<file path="config.mk">
export PLATFORM = sky130hd
export DESIGN_NAME = quoted_printable_decoder_unit
export DESIGN_NICKNAME = d
export VERILOG_FILES = /design/src/rtl/qpd_pkg.sv /design/src/rtl/qpd_core.sv /design/src/rtl/qpd_res_fifo.sv /design/src/rtl/quoted_printable_decoder_unit.sv
export SDC_FILE = /design/constraint.sdc
export NUM_CORES = 1
export LEC_CHECK = 0
export BUFFER_PORTS_ARGS = -buffer_cell sky130_fd_sc_hd__buf_4
export CORE_MARGIN = 2
export CORE_UTILIZATION = 40
export DETAILED_ROUTE_END_ITERATION = 8
export PLACE_DENSITY = 0.54
export SYNTH_ARGS = -nofsm -noshare
export SYNTH_HDL_FRONTEND = slang
export SYNTH_SLANG_ARGS = --single-unit
</file>
<file path="constraint.sdc">
create_clock -name clk -period 3.8 [get_ports clk]
set_input_delay 0.76 -clock clk [delete_from_list [all_inputs] [get_ports clk]]
set_output_delay 0.76 -clock clk [all_outputs]
set_load 0.01 [all_outputs]
</file>
<file path="src/rtl/qpd_pkg.sv">
// Shared types, codes and the hex digit lookup for the quoted-printable decoder.
// No dependencies.
`default_nettype none

package qpd_pkg;

  localparam logic [7:0] CH_EQUAL = 8'h3D;
  localparam logic [7:0] CH_CR    = 8'h0D;
  localparam logic [7:0] CH_LF    = 8'h0A;

  localparam logic [1:0] PHASE_IDLE  = 2'd0;
  localparam logic [1:0] PHASE_EQ    = 2'd1;
  localparam logic [1:0] PHASE_DIGIT = 2'd2;

  localparam int QPD_FIFO_DEPTH = 4;

  typedef struct packed {
    logic [7:0] in_byte;
    logic       in_last;
  } qpd_in_t;

  typedef struct packed {
    logic [7:0] out_byte;
    logic       run_last;
  } qpd_out_t;

  // Up to two result items produced by one input item, oldest in r0.
  typedef struct packed {
    logic [1:0] cnt;
    qpd_out_t   r0;
    qpd_out_t   r1;
  } qpd_res_t;

  // Non-digits decode as zero.
  function automatic logic [3:0] hex_value(input logic [7:0] c);
    logic [3:0] v;
    v = 4'd0;
    if (c >= 8'h30 && c <= 8'h39) begin
      v = c[3:0];
    end else if ((c >= 8'h41 && c <= 8'h46) || (c >= 8'h61 && c <= 8'h66)) begin
      v = c[3:0] + 4'd9;
    end
    return v;
  endfunction

endpackage

`default_nettype wire

</file>
<file path="src/rtl/qpd_core.sv">
// Escape state and per-item decode for the quoted-printable decoder.
// Depends on qpd_pkg.
`default_nettype none

module qpd_core import qpd_pkg::*; (
  input  wire logic     clk,
  input  wire logic     rst_n,
  input  wire logic     step,
  input  wire qpd_in_t  item,
  output qpd_res_t      res
);

  logic [1:0] phase_r, phase_nxt;
  logic [7:0] held_r, held_nxt;

  always_comb begin
    phase_nxt = PHASE_IDLE;
    held_nxt  = held_r;
    res.cnt   = 2'd0;
    res.r0    = '{out_byte: item.in_byte, run_last: 1'b1};
    res.r1    = '{out_byte: item.in_byte, run_last: 1'b1};
    unique case (phase_r)
      PHASE_EQ: begin
        if (item.in_last) begin
          // The message ends inside the escape: both bytes pass literally.
          res.cnt = 2'd2;
          res.r0  = '{out_byte: CH_EQUAL, run_last: 1'b0};
        end else begin
          held_nxt  = item.in_byte;
          phase_nxt = PHASE_DIGIT;
        end
      end
      PHASE_DIGIT: begin
        if (!(held_r == CH_CR && item.in_byte == CH_LF)) begin
          res.cnt = 2'd1;
          res.r0  = '{out_byte: {hex_value(held_r), hex_value(item.in_byte)},
                      run_last: 1'b1};
        end
      end
      default: begin
        if (item.in_byte == CH_EQUAL && !item.in_last) begin
          phase_nxt = PHASE_EQ;
        end else begin
          res.cnt = 2'd1;
        end
      end
    endcase
  end

  always_ff @(posedge clk) begin
    if (!rst_n) begin
      phase_r <= PHASE_IDLE;
      held_r  <= 8'd0;
    end else if (step) begin
      phase_r <= phase_nxt;
      held_r  <= held_nxt;
    end
  end

endmodule

`default_nettype wire

</file>
<file path="src/rtl/qpd_res_fifo.sv">
// Result queue for the quoted-printable decoder: takes up to two items a cycle,
// gives at most one. Depends on qpd_pkg.
`default_nettype none

module qpd_res_fifo import qpd_pkg::*; #(
  parameter int DEPTH = QPD_FIFO_DEPTH
) (
  input  wire logic      clk,
  input  wire logic      rst_n,
  input  wire logic      push_en,
  input  wire qpd_res_t  push,
  output logic           room2,
  input  wire logic      pop,
  output logic           head_valid,
  output qpd_out_t       head
);

  localparam int PW  = (DEPTH > 1) ? $clog2(DEPTH) : 1;
  localparam int CW  = $clog2(DEPTH + 1);
  localparam int CW1 = CW + 1;

  qpd_out_t        mem_r [DEPTH];
  logic [PW-1:0]   rd_ptr_r, rd_ptr_nxt;
  logic [PW-1:0]   wr_ptr_r, wr_ptr_nxt, wr_ptr1;
  logic [CW-1:0]   count_r, count_nxt;
  logic [1:0]      n_push;
  logic            pop_en;

  function automatic logic [PW-1:0] ptr_inc(input logic [PW-1:0] p);
    return (p == PW'(DEPTH - 1)) ? '0 : p + PW'(1);
  endfunction

  assign head_valid = (count_r != '0);
  assign head       = mem_r[rd_ptr_r];
  assign pop_en     = head_valid && pop;
  assign n_push     = push_en ? push.cnt : 2'd0;
  assign wr_ptr1    = ptr_inc(wr_ptr_r);

  // Room for two more items, counting the slot freed by this cycle's pop.
  assign room2 = (CW1'(count_r) + CW1'(2)) <= (CW1'(DEPTH) + CW1'(pop_en));

  always_comb begin
    count_nxt  = count_r + CW'(n_push) - CW'(pop_en);
    rd_ptr_nxt = pop_en ? ptr_inc(rd_ptr_r) : rd_ptr_r;
    unique case (n_push)
      2'd0:    wr_ptr_nxt = wr_ptr_r;
      2'd1:    wr_ptr_nxt = wr_ptr1;
      2'd2:    wr_ptr_nxt = ptr_inc(wr_ptr1);
      default: wr_ptr_nxt = wr_ptr_r;
    endcase
  end

  always_ff @(posedge clk) begin
    if (!rst_n) begin
      count_r  <= '0;
      rd_ptr_r <= '0;
      wr_ptr_r <= '0;
    end else begin
      count_r  <= count_nxt;
      rd_ptr_r <= rd_ptr_nxt;
      wr_ptr_r <= wr_ptr_nxt;
    end
  end

  always_ff @(posedge clk) begin
    if (n_push != 2'd0) begin
      mem_r[wr_ptr_r] <= push.r0;
    end
    if (n_push == 2'd2) begin
      mem_r[wr_ptr1] <= push.r1;
    end
  end

endmodule

`default_nettype wire

</file>
<file path="src/rtl/quoted_printable_decoder_unit.sv">
// Quoted-printable decoder, top level: input register, decode and result queue.
// Depends on qpd_pkg, qpd_core and qpd_res_fifo.
//
// Usage:
//   The input channel (in_valid, in_stall, in_data) takes one encoded byte per
//   item, with in_last on the final byte of a message. The result channel
//   (out_valid, out_stall, out_data) gives the decoded bytes; run_last marks
//   the last result that one input item causes. An input item gives zero, one
//   or two results.
//   A result passes through the input register and then the result queue
//   before it is offered at the output.
//   Throughput: one input item per cycle while results are taken as fast as
//   they come; the result port moves one item per cycle while out_stall is
//   low, so items that give two results let the queue grow. The input register
//   hands an item to the decoder only when the result queue has two free
//   slots; that queue (FIFO_DEPTH entries) sets how far the output may stall
//   before in_stall rises.
//   Reset (synchronous, rst_n low) empties the input register and the queue
//   and clears the escape state. A stall on the output fills the queue and
//   then back-pressures the input; no item is lost.
`default_nettype none

module quoted_printable_decoder_unit import qpd_pkg::*; #(
  parameter int FIFO_DEPTH = QPD_FIFO_DEPTH
) (
  input  wire logic     clk,
  input  wire logic     rst_n,
  input  wire logic     in_valid,
  output logic          in_stall,
  input  wire qpd_in_t  in_data,
  output logic          out_valid,
  input  wire logic     out_stall,
  output qpd_out_t      out_data
);

  logic      in_valid_r, in_valid_nxt;
  qpd_in_t   in_r;
  logic      room2;
  logic      consume;
  logic      accept;
  qpd_res_t  res;

  assign consume  = in_valid_r && room2;
  assign in_stall = in_valid_r && !room2;
  assign accept   = in_valid && !in_stall;

  always_comb begin
    in_valid_nxt = in_valid_r;
    if (accept) begin
      in_valid_nxt = 1'b1;
    end else if (consume) begin
      in_valid_nxt = 1'b0;
    end
  end

  always_ff @(posedge clk) begin
    if (!rst_n) begin
      in_valid_r <= 1'b0;
    end else begin
      in_valid_r <= in_valid_nxt;
    end
  end

  always_ff @(posedge clk) begin
    if (accept) begin
      in_r <= in_data;
    end
  end

  qpd_core u_core (
    .clk   (clk),
    .rst_n (rst_n),
    .step  (consume),
    .item  (in_r),
    .res   (res)
  );

  qpd_res_fifo #(
    .DEPTH (FIFO_DEPTH)
  ) u_fifo (
    .clk        (clk),
    .rst_n      (rst_n),
    .push_en    (consume),
    .push       (res),
    .room2      (room2),
    .pop        (!out_stall),
    .head_valid (out_valid),
    .head       (out_data)
  );

endmodule

`default_nettype wire

</file>
Yosys cells after proc, flatten, opt, wreduce, memory -nomap -nowiden
Memory sizes are Yosys's and may differ from the RTL's. A register that Yosys moved wholly into a read port is not among the register bits.
Cells that the tools add are included.
Storage, ports and cells
  output and inout bits: 11
  logic and storage cells: 90
  memories kept: 1
  RAM bits: 36
  bits of input ports: 13
  register bits after elaboration: 27
Cells by class
  bitwise logic cells: 1
  muxes and demuxes: 25
  $lt $le $gt $ge: 13
  add/sub/neg operators: 9
  reduce and logical (&&, ||, !) cells: 23
  equality and inequality tests: 10
Memory list
  u_fifo.mem_r: words 4, width 9, read ports 1, clocked after memory_dff 1, wr ports 2, line qpd_res_fifo.sv:22  | qpd_out_t mem_r [DEPTH];
Operators by type and width (number)
  $ge A8 B7 Y1 const B: 4
  $le A8 B7 Y1 const B: 4
  $pmux W9 S2: 1
  $eq A8 B4 Y1 const B: 2
  $ge A8 B6 Y1 const B: 2
  $le A8 B6 Y1 const B: 2
  $mux W4: 4
  $mux W2: 7
  $logic_and A1 B1 Y1: 12
  $pmux W2 S2: 3
  $mux W11: 1
  $eq A2 B2 Y1 const B: 5
  $mux W10: 1
  $add A4 B4 Y4 const B: 2
  $eq A8 B6 Y1 const B: 1
  $mux W1: 8
  $add A2 B1 Y2 const B: 3
  $reduce_bool A2 Y1: 3
  $add A3 B1 Y4 const A: 1
  $add A3 B2 Y4 const B: 1
  $eq A2 B1 Y1 const B: 2
  $le A4 B4 Y1: 1
  $logic_not A1 Y1: 4
  $add A3 B2 Y3: 1
  other kinds (5): 6

Depth between registers and ports, before layout
Gate-level depths: netlist of run 1.
  word-level depth: 11
  depth in mapped cells: 14
  depth with buffers taken out: 13

Hierarchy
From an unflattened synthesis of run 1, not the netlist that was laid out.
Unflattened totals
  cells, all modules: 308
  area total of the unflattened synthesis: 3728.6 sq um
By module, submodules not included
  qpd_res_fifo: sequential area each 1261.2 sq um, cells an instance 160, times used 1, area an instance 2371.0 sq um
  qpd_core: sequential area each 200.2 sq um, cells an instance 133, times used 1, area an instance 1029.7 sq um
  quoted_printable_decoder_unit: sequential area each 290.3 sq um, cells an instance 15, times used 1, area an instance 327.8 sq um

Worst setup path before layout of run 1
Ideal clock, no wire load.
  path type: input -> register
  from: input out_stall
  to: memory u_fifo.mem_r[1][3] (netlist name) (data pin)
  path slack: 381 ps
  cell stages on the path: 13
  buffers on the path: 1
  data arrival time: 3258 ps
  setup time: 160 ps
  required time: 3640 ps
  cell sequence: nor2b_1 > ha_1 > a21boi_0 > o21ai_0 > nand2_1 > or3_1 > inv_1 > ha_1 > clkbuf_1 > nand2_1 > nand2_1 > o21ai_0 > a41oi_1
RTL lines
  from (decl): line quoted_printable_decoder_unit.sv:32  | input wire logic out_stall,
  to (decl): line qpd_res_fifo.sv:22

==> results of run 1 <==
[power groups by stage]
stage          sequential (mW)  clock (mW)  combinational [mW]
2_1_floorplan            0.902           0               0.418
3_3_place_gp             0.963           0               0.567
3_5_place_dp             0.964           0               0.568
4_1_cts                  0.950       0.787               0.570
5_1_grt                  0.961       0.818               0.634
6_report                 0.944       0.774               0.561
[stage by stage]
stage | area (sq um) | power, mW | std cells | setup WS [ns] | hold WS, ns
finish | 4432 | 2.279 | 525 | 0.2600 | 0.4876
global route | 4432 | 2.414 | 525 | 0.04362 | 0.5251
detailed placement | 4174 | 1.533 | 509 | 0.2070 | 0.4771
CTS | 4432 | 2.306 | 525 | 0.2555 | 0.4933
global placement | 4174 | 1.530 | 509 | 0.2660 | 0.4714
floorplan | 3804 | 1.320 | 358 | 0.3813 | 0.4492
[kinds of logic after synthesis]
group | after synthesis | share of synthesized area, %
AOI/OAI and AO/OA | 93 | 17.04
buffers and inverters | 32 | 3.586
DFF | 65 | 45.00
adders and majority gates | 25 | 8.421
and+or+nand+nor | 118 | 16.51
xor gates and xnor gates | 4 | 0.9212
muxes | 21 | 8.520
[routing by layer]
| metal | vias to the layer above | GRT usage [%] |
|---|---|---|
| li1 | 1409 | - |
| met1 | 1380 | 25.04 |
| met2 | 76 | 31.78 |
| met3 | 14 | 3.313 |
| met4 | 0 | 7.173 |
| met5 | - | 0 |
[sequential cells by signal, indices dropped and copies added, names as in the netlist, named ones only]
register / count
u_fifo.rd_ptr_r: 2
in_r: 9
in_valid_r: 1
u_core.held_r: 8
u_core.phase_r: 2
u_fifo.mem_r: 36
u_fifo.count_r: 3
u_fifo.wr_ptr_r: 2
[final timing paths]
path / start / end / slack, ns / cells after the start
max: u_fifo.count_r[1] / u_fifo.mem_r[0][1] / 0.26 / 14
min: u_fifo.mem_r[3][0] / u_fifo.mem_r[3][0] / 0.49 / 2
max reg2reg: u_fifo.count_r[1] / u_fifo.mem_r[0][1] / 0.26 / 14
min reg2reg: u_fifo.mem_r[3][0] / u_fifo.mem_r[3][0] / 0.49 / 2
[final cells by class]
type	count	area share [%]
Clock inverter	6	2.936
Sequential cell	65	38.62
Clock buffer	10	2.880
Timing Repair Buffer	38	6.437
Multi-Input combinational cell	261	44.13
Inverter	16	1.355
Tap cell	129	3.642
[critical path: stages (launching register included)]
cell and delay (ns):
sky130_fd_sc_hd__dfxtp_1 0.34, sky130_fd_sc_hd__or3_1 0.38, sky130_fd_sc_hd__nor2b_1 0.16, sky130_fd_sc_hd__buf_4 0.15, sky130_fd_sc_hd__ha_1 0.26, sky130_fd_sc_hd__nand3_1 0.06
sky130_fd_sc_hd__o21ai_0 0.13, sky130_fd_sc_hd__nand2_1 0.17, sky130_fd_sc_hd__or3_1 0.42, sky130_fd_sc_hd__inv_1 0.08, sky130_fd_sc_hd__ha_1 0.34, sky130_fd_sc_hd__and2_1 0.31
sky130_fd_sc_hd__nor2_1 0.13, sky130_fd_sc_hd__a32oi_1 0.20, sky130_fd_sc_hd__o21ai_1 0.13
[layout by cell type, fill, tap and decap left out, types with 13 or more instances in the layout]
cell                       netlist  routed
sky130_fd_sc_hd__and2_1         13      13
sky130_fd_sc_hd__edfxtp_1       41      41
sky130_fd_sc_hd__ha_1           24      24
sky130_fd_sc_hd__o21ai_0        25      25
sky130_fd_sc_hd__nor2_1         20      20
sky130_fd_sc_hd__nor2b_1        14      14
sky130_fd_sc_hd__inv_1          16      16
sky130_fd_sc_hd__nand2_1        33      33
sky130_fd_sc_hd__dfxtp_1        24      24
sky130_fd_sc_hd__buf_4           1      38
==> impl_results.md, run 1 <==
- Outcome: completed
- Hold/Removal Path Class: reg -> reg
- Clock root buffer: sky130_fd_sc_hd__clkbuf_8
- Count of unique library cells instantiated by Yosys: 58
- Most numerous cell in the Yosys netlist: sky130_fd_sc_hd__edfxtp_1
- Largest cells by area after synthesis: sky130_fd_sc_hd__edfxtp_1 (32%), sky130_fd_sc_hd__dfxtp_1 (13%), sky130_fd_sc_hd__ha_1 (7.9%)
- Final core utilization: 47.96%
- Number of buffers created by CTS: 9
- Max transition margin: 43.90%
- Internal: 1.646 mW
- Initial antenna violation count: 0
- Wire length of the first global-routing pass: 14840 um
- Area used by sequential logic in the layout: 0.001712 sq mm
- Count of pins on the block boundary: 24
- Drt via density: 5.484
- Portion of the post-synthesis area used by sequential elements: 45.00%
- Final setup violating endpoints: 0
- Number of diodes: 0
- Worst setup path class: reg -> reg
- I/O Buffers: 23
- Setup repair after global routing missed its margin: no
- Die X: 101.5 um
- Number of storage elements in the synthesis netlist: 65
- Count of cells resized by post-cts repair: 0
- Maximum net fanout on the critical path: 12
- Synth warn: 0
- Area growth from synthesis to final layout: 16.51%
- Synthesized instance count: 358
- Post-route DRC: 0
- Max-capacitance violation count: 0
- Fraction of layout instances using a drive strength above 1: 17.93%
- Half-perimeter wire length of the detailed placement result: 6801 um
- Net switching power of the design: 0.6329 mW
- DRC marker count from the first detailed-route iteration: 165
- Post-synth EDFFs: 41
- Area share of the largest cell type after synthesis: 32.37%
- Die boundary height: 101.5 um
- Number of nets in the synthesized netlist: 396
- Cell area power density: 514.2 mW/mm^2
- CTS hold repair buffers: 0
- Largest net degree at the start of global routing: 29
- Post CTS Setup Buffer Count: 0
- Number of antenna-violating nets in the routed design: 0
- Ranking of synthesized cells by instance count: sky130_fd_sc_hd__edfxtp_1 (41), sky130_fd_sc_hd__nand2_1 (33), sky130_fd_sc_hd__o21ai_0 (25)
- Final hold violation count: 0
- Final net count: 429
- Via count of the first global-routing pass: 2853
- Achievable clock frequency: 282.5 MHz
- Count of pins over their slew limit: 0
- Site Rows: 35
- CTS max path bufs: 2
- Avg Cell Area, Syn: 10.62 sq um
- Filler cells: 875
- Worst path required time: 3.87 ns
- Area leader, netlist: sky130_fd_sc_hd__edfxtp_1
- Startpoint kind of the worst setup timing path: flop
- Total met3 wirelength after detailed routing: 372 um
- Post-synth design cell area: 0.003804 sq mm
- Share of total power in the clock network: 33.9%
- Multi-input logic area: 0.001956 sq mm
- Effective utilization at floorplan: 41.16%
- Share of the clock period used by the worst path after layout: 93.16%
- Worst Max-Slew Pin Slew: 0.8306 ns
- Met2 wire length: 4350 um
- Endpoint type of the worst setup path: flop
- Final min period: 3.540 ns
- Level count of the clock H-tree: 3
- Routed WL: 9054 um
- 1st-pass router iterations: 4
- Worst endpoint data arrival time: 3.61 ns
- Placeable core area: 0.009240 sq mm
- Global placer's final weighted congestion: 0.9009
- Highest signal layer in the routed design: met4
- Relative contribution of combinational cells to total power: 24.6%
- Die ar.: 0.01031 sq mm
- Sum of routed wire segments on met1: 4140 um
- Post-synth top flop: sky130_fd_sc_hd__edfxtp_1
- Clock Sinks: 65
- CTS tree: yes
- Average wire per standard cell: 17.25 um
- Insertion delay to the later sink of the worst-skew pair: 0.35 ns
- Pleak: 1.711 nW
- Total global routing track utilization: 19.15%
- Clock slew at the register clock pins of the worst setup and hold paths: 0.07 ns
- Aggregate negative setup slack: 0 ns
- Net switching fraction of the power: 27.77%
- Post-synthesis async set-or-reset flop share: 0%
- Sequential fraction of design power: 41.4%
- Worst-case vdd ir drop: 0.0002704 V
- Final clock skew: 0.01022 ns
- Grt total ovfl: 0
- Via count: 2879
(Power assumes the default switching activity.)
==> run 2: changes to the inputs <==
Settings changed: CORE_UTILIZATION 40 to 61, CTS_CLUSTER_SIZE set to 14, PLACE_DENSITY 0.54 to 0.78.
==> impl_results.md, run 2 (synthesis gave the netlist of run 1 again) <==
- Worst setup path class: reg -> reg
- Half-perimeter wire length of the detailed placement result: 6373 um
- Setup repair after global routing missed its margin: no
- Drt via density: 6.267
- Outcome: completed
- Final std cell area, no fill: 0.004298 sq mm
- Final setup violating endpoints: 0
- Site Rows: 28
- Aggregate negative setup slack: 0 ns
- Effective utilization at floorplan: 63.49%
- Registers with the most flip-flops: u_fifo.mem_r: 36 flops, in_r: 9 flops, u_core.held_r: 8 flops
- Worst-case vdd ir drop: 0.0003682 V
- Hold/Removal Path Class: reg -> reg
- Worst endpoint data arrival time: 3.59 ns
- Chain of cells forming the critical path: or3_1 -> nor2b_1 -> buf_4 -> ha_1 -> nand3_1 -> o21ai_0 -> nand2_1 -> or3_1 -> ha_1 -> nand2b_1 -> nand2b_1 -> o41ai_1
- Startpoint kind of the worst setup timing path: flop
- Final net count: 426
- Initial antenna violation count: 0
- Clock root buffer: sky130_fd_sc_hd__clkbuf_8
- Max-capacitance violation count: 0
- I/O Buffers: 23
- Post-route DRC: 0
- Number of diodes: 0
- Routed WL: 8600 um
- Via count: 2933
- CTS max path bufs: 2
- Number of cell instances on the worst register-to-register path: 12
- Total global routing track utilization: 26.28%
- Count of pins on the block boundary: 24
- Cell area power density: 497.1 mW/mm^2
- Global placer's final weighted congestion: 0.9230
- Commonest cells after routing, fill and taps aside: sky130_fd_sc_hd__edfxtp_1 (41), sky130_fd_sc_hd__buf_4 (35), sky130_fd_sc_hd__nand2_1 (33), sky130_fd_sc_hd__o21ai_0 (25), sky130_fd_sc_hd__dfxtp_1 (24)
- Clock slew at the register clock pins of the worst setup and hold paths: 0.07 ns
- Endpoint type of the worst setup path: flop
- Global-route track usage on met2: 43.91%
- R2R Setup Slk: 0.31 ns
- Final clock skew: 0.01299 ns
- Grt met3 use: 4.274%
- 1st-pass router iterations: 6
- Achievable clock frequency: 286.7 MHz
- Max transition margin: 41.25%
- Placed Area: 0.004084 sq mm
- Fraction of layout instances using a drive strength above 1: 17.05%
- Share of the clock period used by the worst path after layout: 91.78%
- CTS hold repair buffers: 0
- Via count of the first global-routing pass: 2838
- Insertion delay to the later sink of the worst-skew pair: 0.34 ns
- Reg-to-reg startpoint: u_fifo.count_r[1]
- Die ar.: 0.006883 sq mm
- Wire length of the first global-routing pass: 14190 um
- Met1 track utilization from global routing: 33.68%
- Area growth from synthesis to final layout: 12.99%
- Capture instance of the worst register-to-register path: u_fifo.mem_r[1][8]
- Worst Max-Slew Pin Slew: 0.8699 ns
- Hold EP: u_fifo.mem_r[2][0]
- Startpoint of the tightest hold check path: u_fifo.mem_r[2][0]
- Largest incremental delay on the critical path: 0.42 ns
- Count of pins over their slew limit: 0
- Most frequent standard cell in the layout excluding fill and tap cells: sky130_fd_sc_hd__edfxtp_1
- DRC marker count from the first detailed-route iteration: 315
- Die boundary height: 82.97 um
- Final Total Pwr: 2.137 mW
- Pleak: 1.674 nW
- Post CTS Setup Buffer Count: 0
- Number of flip-flops under the largest register name: 36
- Maximum net fanout on the critical path: 7
- Final min period: 3.488 ns
- Number of buffers created by CTS: 9
- Count of cells resized by post-cts repair: 0
- Placeable core area: 0.005991 sq mm
- Number of antenna-violating nets in the routed design: 0
- Largest net degree at the start of global routing: 29
- Number of cells on the worst hold path: 2
- Final hold violation count: 0
- Level count of the clock H-tree: 3
- Register bank with the most flops: u_fifo.mem_r
- Max stage delay cell, worst path: sky130_fd_sc_hd__or3_1
- Most utilized layer in the global route result: met2
- Die X: 82.97 um
- CTS tree: yes
- Worst path required time: 3.90 ns
- Grt total ovfl: 0
- Clock Sinks: 65
- Average wire per standard cell: 18.38 um
[run 2: power breakdown]
group,internal [mW],switching (mW)
clock network,0.367,0.251
registers,0.852,0.0937
logic,0.299,0.274
[run 2: routing by layer]
layer / share of wire [%] / wire length, um / vias up
met5: 0 / 0 / -
met4: 2.6 / 227 / 0
met3: 4.7 / 408 / 22
met2: 50 / 4286 / 118
met1: 43 / 3677 / 1385
li1: - / - / 1408
[run 2: worst max-delay path by stage]
stage	from	end	slack, ns	cells after the start
3_3_place_gp	out_stall	u_fifo.mem_r[3][1]	0.28	13
5_1_grt	u_fifo.count_r[1]	u_fifo.mem_r[1][6]	0.03	14
2_1_floorplan	out_stall	u_fifo.mem_r[1][3]	0.38	13
3_5_place_dp	out_stall	u_fifo.mem_r[0][8]	0.16	11
4_1_cts	u_fifo.count_r[1]	u_fifo.mem_r[0][8]	0.23	12
6_report	u_fifo.count_r[1]	u_fifo.mem_r[1][8]	0.31	12
[run 2: through the flow]
step	instances	worst slack (ns)	hold slack, ns	util, %
final	468	0.3125	0.5056	71.74
after global routing	468	0.02626	0.5355	71.74
after CTS	468	0.2329	0.5063	71.57
after detailed placement	452	0.1568	0.4888	68.17
after global placement	452	0.2765	0.4683	68.17
after floorplan	358	0.3813	0.4492	-
[run 2: layout make-up]
type / count / area [sq um]
inverters: 16 / 60.06
multi-input cells: 261 / 1966
fillers: 440 / 1693
well taps: 75 / 93.84
repair buffers: 35 / 262.8
clock buffers: 12 / 135.1
flip-flops and latches: 65 / 1712
clock inverters: 4 / 68.82
[run 2: worst max-delay path, delay by kind of cell, from the launching register on]
family                   cells  cell delay, ns
AND/OR/NAND/NOR              7            1.70
AO/OA/AOI/OAI                2            0.55
adder cells (fa/ha/maj)      2            0.50
flip-flops                   1            0.34
buffers and inverters        1            0.15
==> run 3: changes to the inputs <==
Settings changed: SYNTH_HIERARCHICAL set to 1.
==> impl_results.md, run 3 <==
- Commonest cells after routing, fill and taps aside: sky130_fd_sc_hd__edfxtp_1 (45), sky130_fd_sc_hd__mux2_2 (36), sky130_fd_sc_hd__buf_4 (28), sky130_fd_sc_hd__ha_1 (24), sky130_fd_sc_hd__inv_1 (23)
- Count of pins on the block boundary: 24
- Drt via density: 5.978
- Internal: 1.492 mW
- Via count: 2457
- Site Rows: 28
- DRC marker count from the first detailed-route iteration: 116
- Worst Slack Setup Final: 0.4261 ns
- Worst setup path class: reg -> reg
- Via count of the first global-routing pass: 2325
- Post-placement cell count: 395
- Level count of the clock H-tree: 3
- Sequential fraction of design power: 45.1%
- Grt total ovfl: 0
- Largest incremental delay on the critical path: 0.42 ns
- Clock Sinks: 65
- Insertion delay to the later sink of the worst-skew pair: 0.34 ns
- Net switching power of the design: 0.5957 mW
- Combinational family with the most area after synthesis: multiplexers
- Pre-CTS setup slack: 0.2753 ns
- Registers with the most flip-flops: u_fifo/mem_r: 36 flops, in_r: 9 flops, u_core/held_r: 8 flops
- Max stage delay cell, worst path: sky130_fd_sc_hd__o31ai_2
- Wire length of the first global-routing pass: 11180 um
- Number of standard cells in the layout, taps in and fillers out: 411
- Post-route DRC: 0
- Final net count: 369
- 1st-pass router iterations: 4
- Worst path required time: 4.03 ns
- Filler cells: 409
- CTS max path bufs: 2
- Clock root buffer: sky130_fd_sc_hd__clkbuf_8
- Worst Max-Slew Pin Slew: 0.8657 ns
- Routed WL: 7041 um
- Worst endpoint data arrival time: 3.60 ns
- Final min period: 3.374 ns
- Share of the synthesized area in compound gates (AO/OA/AOI/OAI): 9.799%
- Endpoint type of the worst setup path: flop
- Final setup violating endpoints: 0
- Aggregate negative setup slack: 0 ns
- I/O Buffers: 23
- Synth warn: 6
- Post-synthesis async set-or-reset flop share: 0%
- Portion of the post-synthesis area used by sequential elements: 46.98%
- Final hold violation count: 0
- Chain of cells forming the critical path: o31ai_2 -> inv_1 -> ha_1 -> a22oi_1 -> o22ai_1 -> and2_1 -> nand2_1 -> ha_1 -> inv_1 -> ha_1 -> fa_1 -> xnor2_1 -> xnor2_1 -> and2_1
- Number of diodes: 0
- Max-capacitance violation count: 0
- Final Total Pwr: 2.088 mW
- Initial antenna violation count: 0
- Post-synth EDFFs: 45
- Adder and majority cell fraction of the synthesized area: 8.591%
- Achievable clock frequency: 296.4 MHz
- Total global routing track utilization: 22.28%
- Final clock skew: 0.006691 ns
- Die X: 82.18 um
- Half-perimeter wire length of the detailed placement result: 4967 um
- Count of cells resized by post-cts repair: 0
- Placeable core area: 0.005921 sq mm
- Max transition margin: 42.17%
- Maximum net fanout on the critical path: 5
- Area share of xor/xnor cells in the synthesized design: 0.7047%
- Relative contribution of combinational cells to total power: 24.9%
- Post-synth top flop: sky130_fd_sc_hd__edfxtp_1
- Startpoint kind of the worst setup timing path: flop
- Simple-gate share of the synthesized area: 12.08%
- Post-synth design cell area: 0.003729 sq mm
- CTS tree: yes
- Post CTS Setup Buffer Count: 0
- Largest net degree at the start of global routing: 22
- Clock slew at the register clock pins of the worst setup and hold paths: 0.07 ns
- Most numerous cell in the Yosys netlist: sky130_fd_sc_hd__edfxtp_1
- Pleak: 1.529 nW
- Worst-case vdd ir drop: 0.0003614 V
- Family with the most delay on the worst path: adder cells
- Avg Cell Area, Syn: 12.11 sq um
- Final core utilization: 69.86%
- Hold/Removal Path Class: reg -> reg
- Fraction of layout instances using a drive strength above 1: 29.17%
- Count of unique library cells instantiated by Yosys: 56
- Bufs and invs on worst path: 2
- Average wire per standard cell: 17.13 um
- Most frequent CP cell: sky130_fd_sc_hd__ha_1
- Count of pins over their slew limit: 0
- Area share of the largest cell type after synthesis: 36.24%
- Cell area power density: 504.8 mW/mm^2
- Number of antenna-violating nets in the routed design: 0
- Die ar.: 0.006754 sq mm
- Share of the clock period used by the worst path after layout: 88.79%
- Synthesized instance count: 308
- Area growth from synthesis to final layout: 10.94%
- Net switching fraction of the power: 28.53%
- Setup repair after global routing missed its margin: no
- Share of cell area taken by muxes after synthesis: 16.58%
- Largest cells by area after synthesis: sky130_fd_sc_hd__edfxtp_1 (36%), sky130_fd_sc_hd__mux2_2 (11%), sky130_fd_sc_hd__dfxtp_1 (11%)
- Number of flip-flops under the largest register name: 36
- Global placer's final weighted congestion: 0.8215
- Area leader, netlist: sky130_fd_sc_hd__edfxtp_1
- Register bank with the most flops: u_fifo/mem_r
- Outcome: completed
- CTS hold repair buffers: 0
- Number of buffers created by CTS: 9
- Number of storage elements in the synthesis netlist: 65
- Die boundary height: 82.18 um
- Ranking of synthesized cells by instance count: sky130_fd_sc_hd__edfxtp_1 (45), sky130_fd_sc_hd__mux2_2 (36), sky130_fd_sc_hd__ha_1 (24)
- Number of nets in the synthesized netlist: 346
- Effective utilization at floorplan: 62.98%
- Most frequent standard cell in the layout excluding fill and tap cells: sky130_fd_sc_hd__edfxtp_1
- Share of total power in the clock network: 30.0%
[run 3: path summary, 6_finish.rpt]
kind / from / slack (ns) / end / cells after the start
worst max register to register: u_fifo/count_r[2] / 0.43 / u_fifo/count_r[2] / 14
worst min register to register: u_core/held_r[5] / 0.50 / u_core/held_r[5] / 2
worst max-delay path: u_fifo/count_r[2] / 0.43 / u_fifo/count_r[2] / 14
worst min-delay path: u_core/held_r[5] / 0.50 / u_core/held_r[5] / 2
[run 3: area by class of cell]
type / count / area [sq um] / area share [%]
Multi-Input combinational cell: 204 / 1784 / 43.13
Sequential cell: 65 / 1752 / 42.35
Timing Repair Buffer: 28 / 210.2 / 5.082
Clock buffer: 10 / 127.6 / 3.085
Tap cell: 75 / 93.84 / 2.269
Inverter: 23 / 86.33 / 2.087
Clock inverter: 6 / 82.58 / 1.996
[run 3: worst reg2reg max path: cells and delay by family (launching register included)]
kind / cells / cell delay [ns]
and+or+nand+nor: 3 / 0.52
buffers and inverters: 2 / 0.17
xor gates and xnor gates: 2 / 0.28
AOI/OAI and AO/OA: 3 / 0.78
adders and majority gates: 4 / 1.17
DFF: 1 / 0.36
[run 3: per-stage QoR]
stage | area, sq um | hold WS [ns]
2_1_floorplan | 3729 | 0.4520
3_3_place_gp | 3926 | 0.4669
3_5_place_dp | 3926 | 0.4829
4_1_cts | 4136 | 0.4917
5_1_grt | 4136 | 0.5254
6_report | 4136 | 0.4950
[run 3: kinds of logic (layout without fill, tap and decap cells)]
kind of cell               count (synthesis)  after routing
muxes                                     46             46
adders and majority gates                 25             25
and+or+nand+nor                           74             74
xor gates and xnor gates                   3              3
buffers and inverters                     39             67
other                                      1              1
DFF                                       65             65
AOI/OAI and AO/OA                         55             55
[run 3: power groups by stage]
stage | registers, mW | logic (mW) | clock network [mW]
finish | 0.942 | 0.520 | 0.627
floorplan | 0.904 | 0.406 | 0
detailed placement | 0.957 | 0.513 | 0
global placement | 0.952 | 0.493 | 0
global route | 0.956 | 0.579 | 0.660
CTS | 0.942 | 0.522 | 0.635
[run 3: metal layers]
layer	wire length, um	GRT usage (%)	part of all wire (%)	vias up
met1	3185	28.57	45	1162
li1	-	-	-	1184
met2	3378	36.53	48	93
met3	308	4.022	4.4	18
met5	0	0	0	-
met4	168	10.50	2.4	0
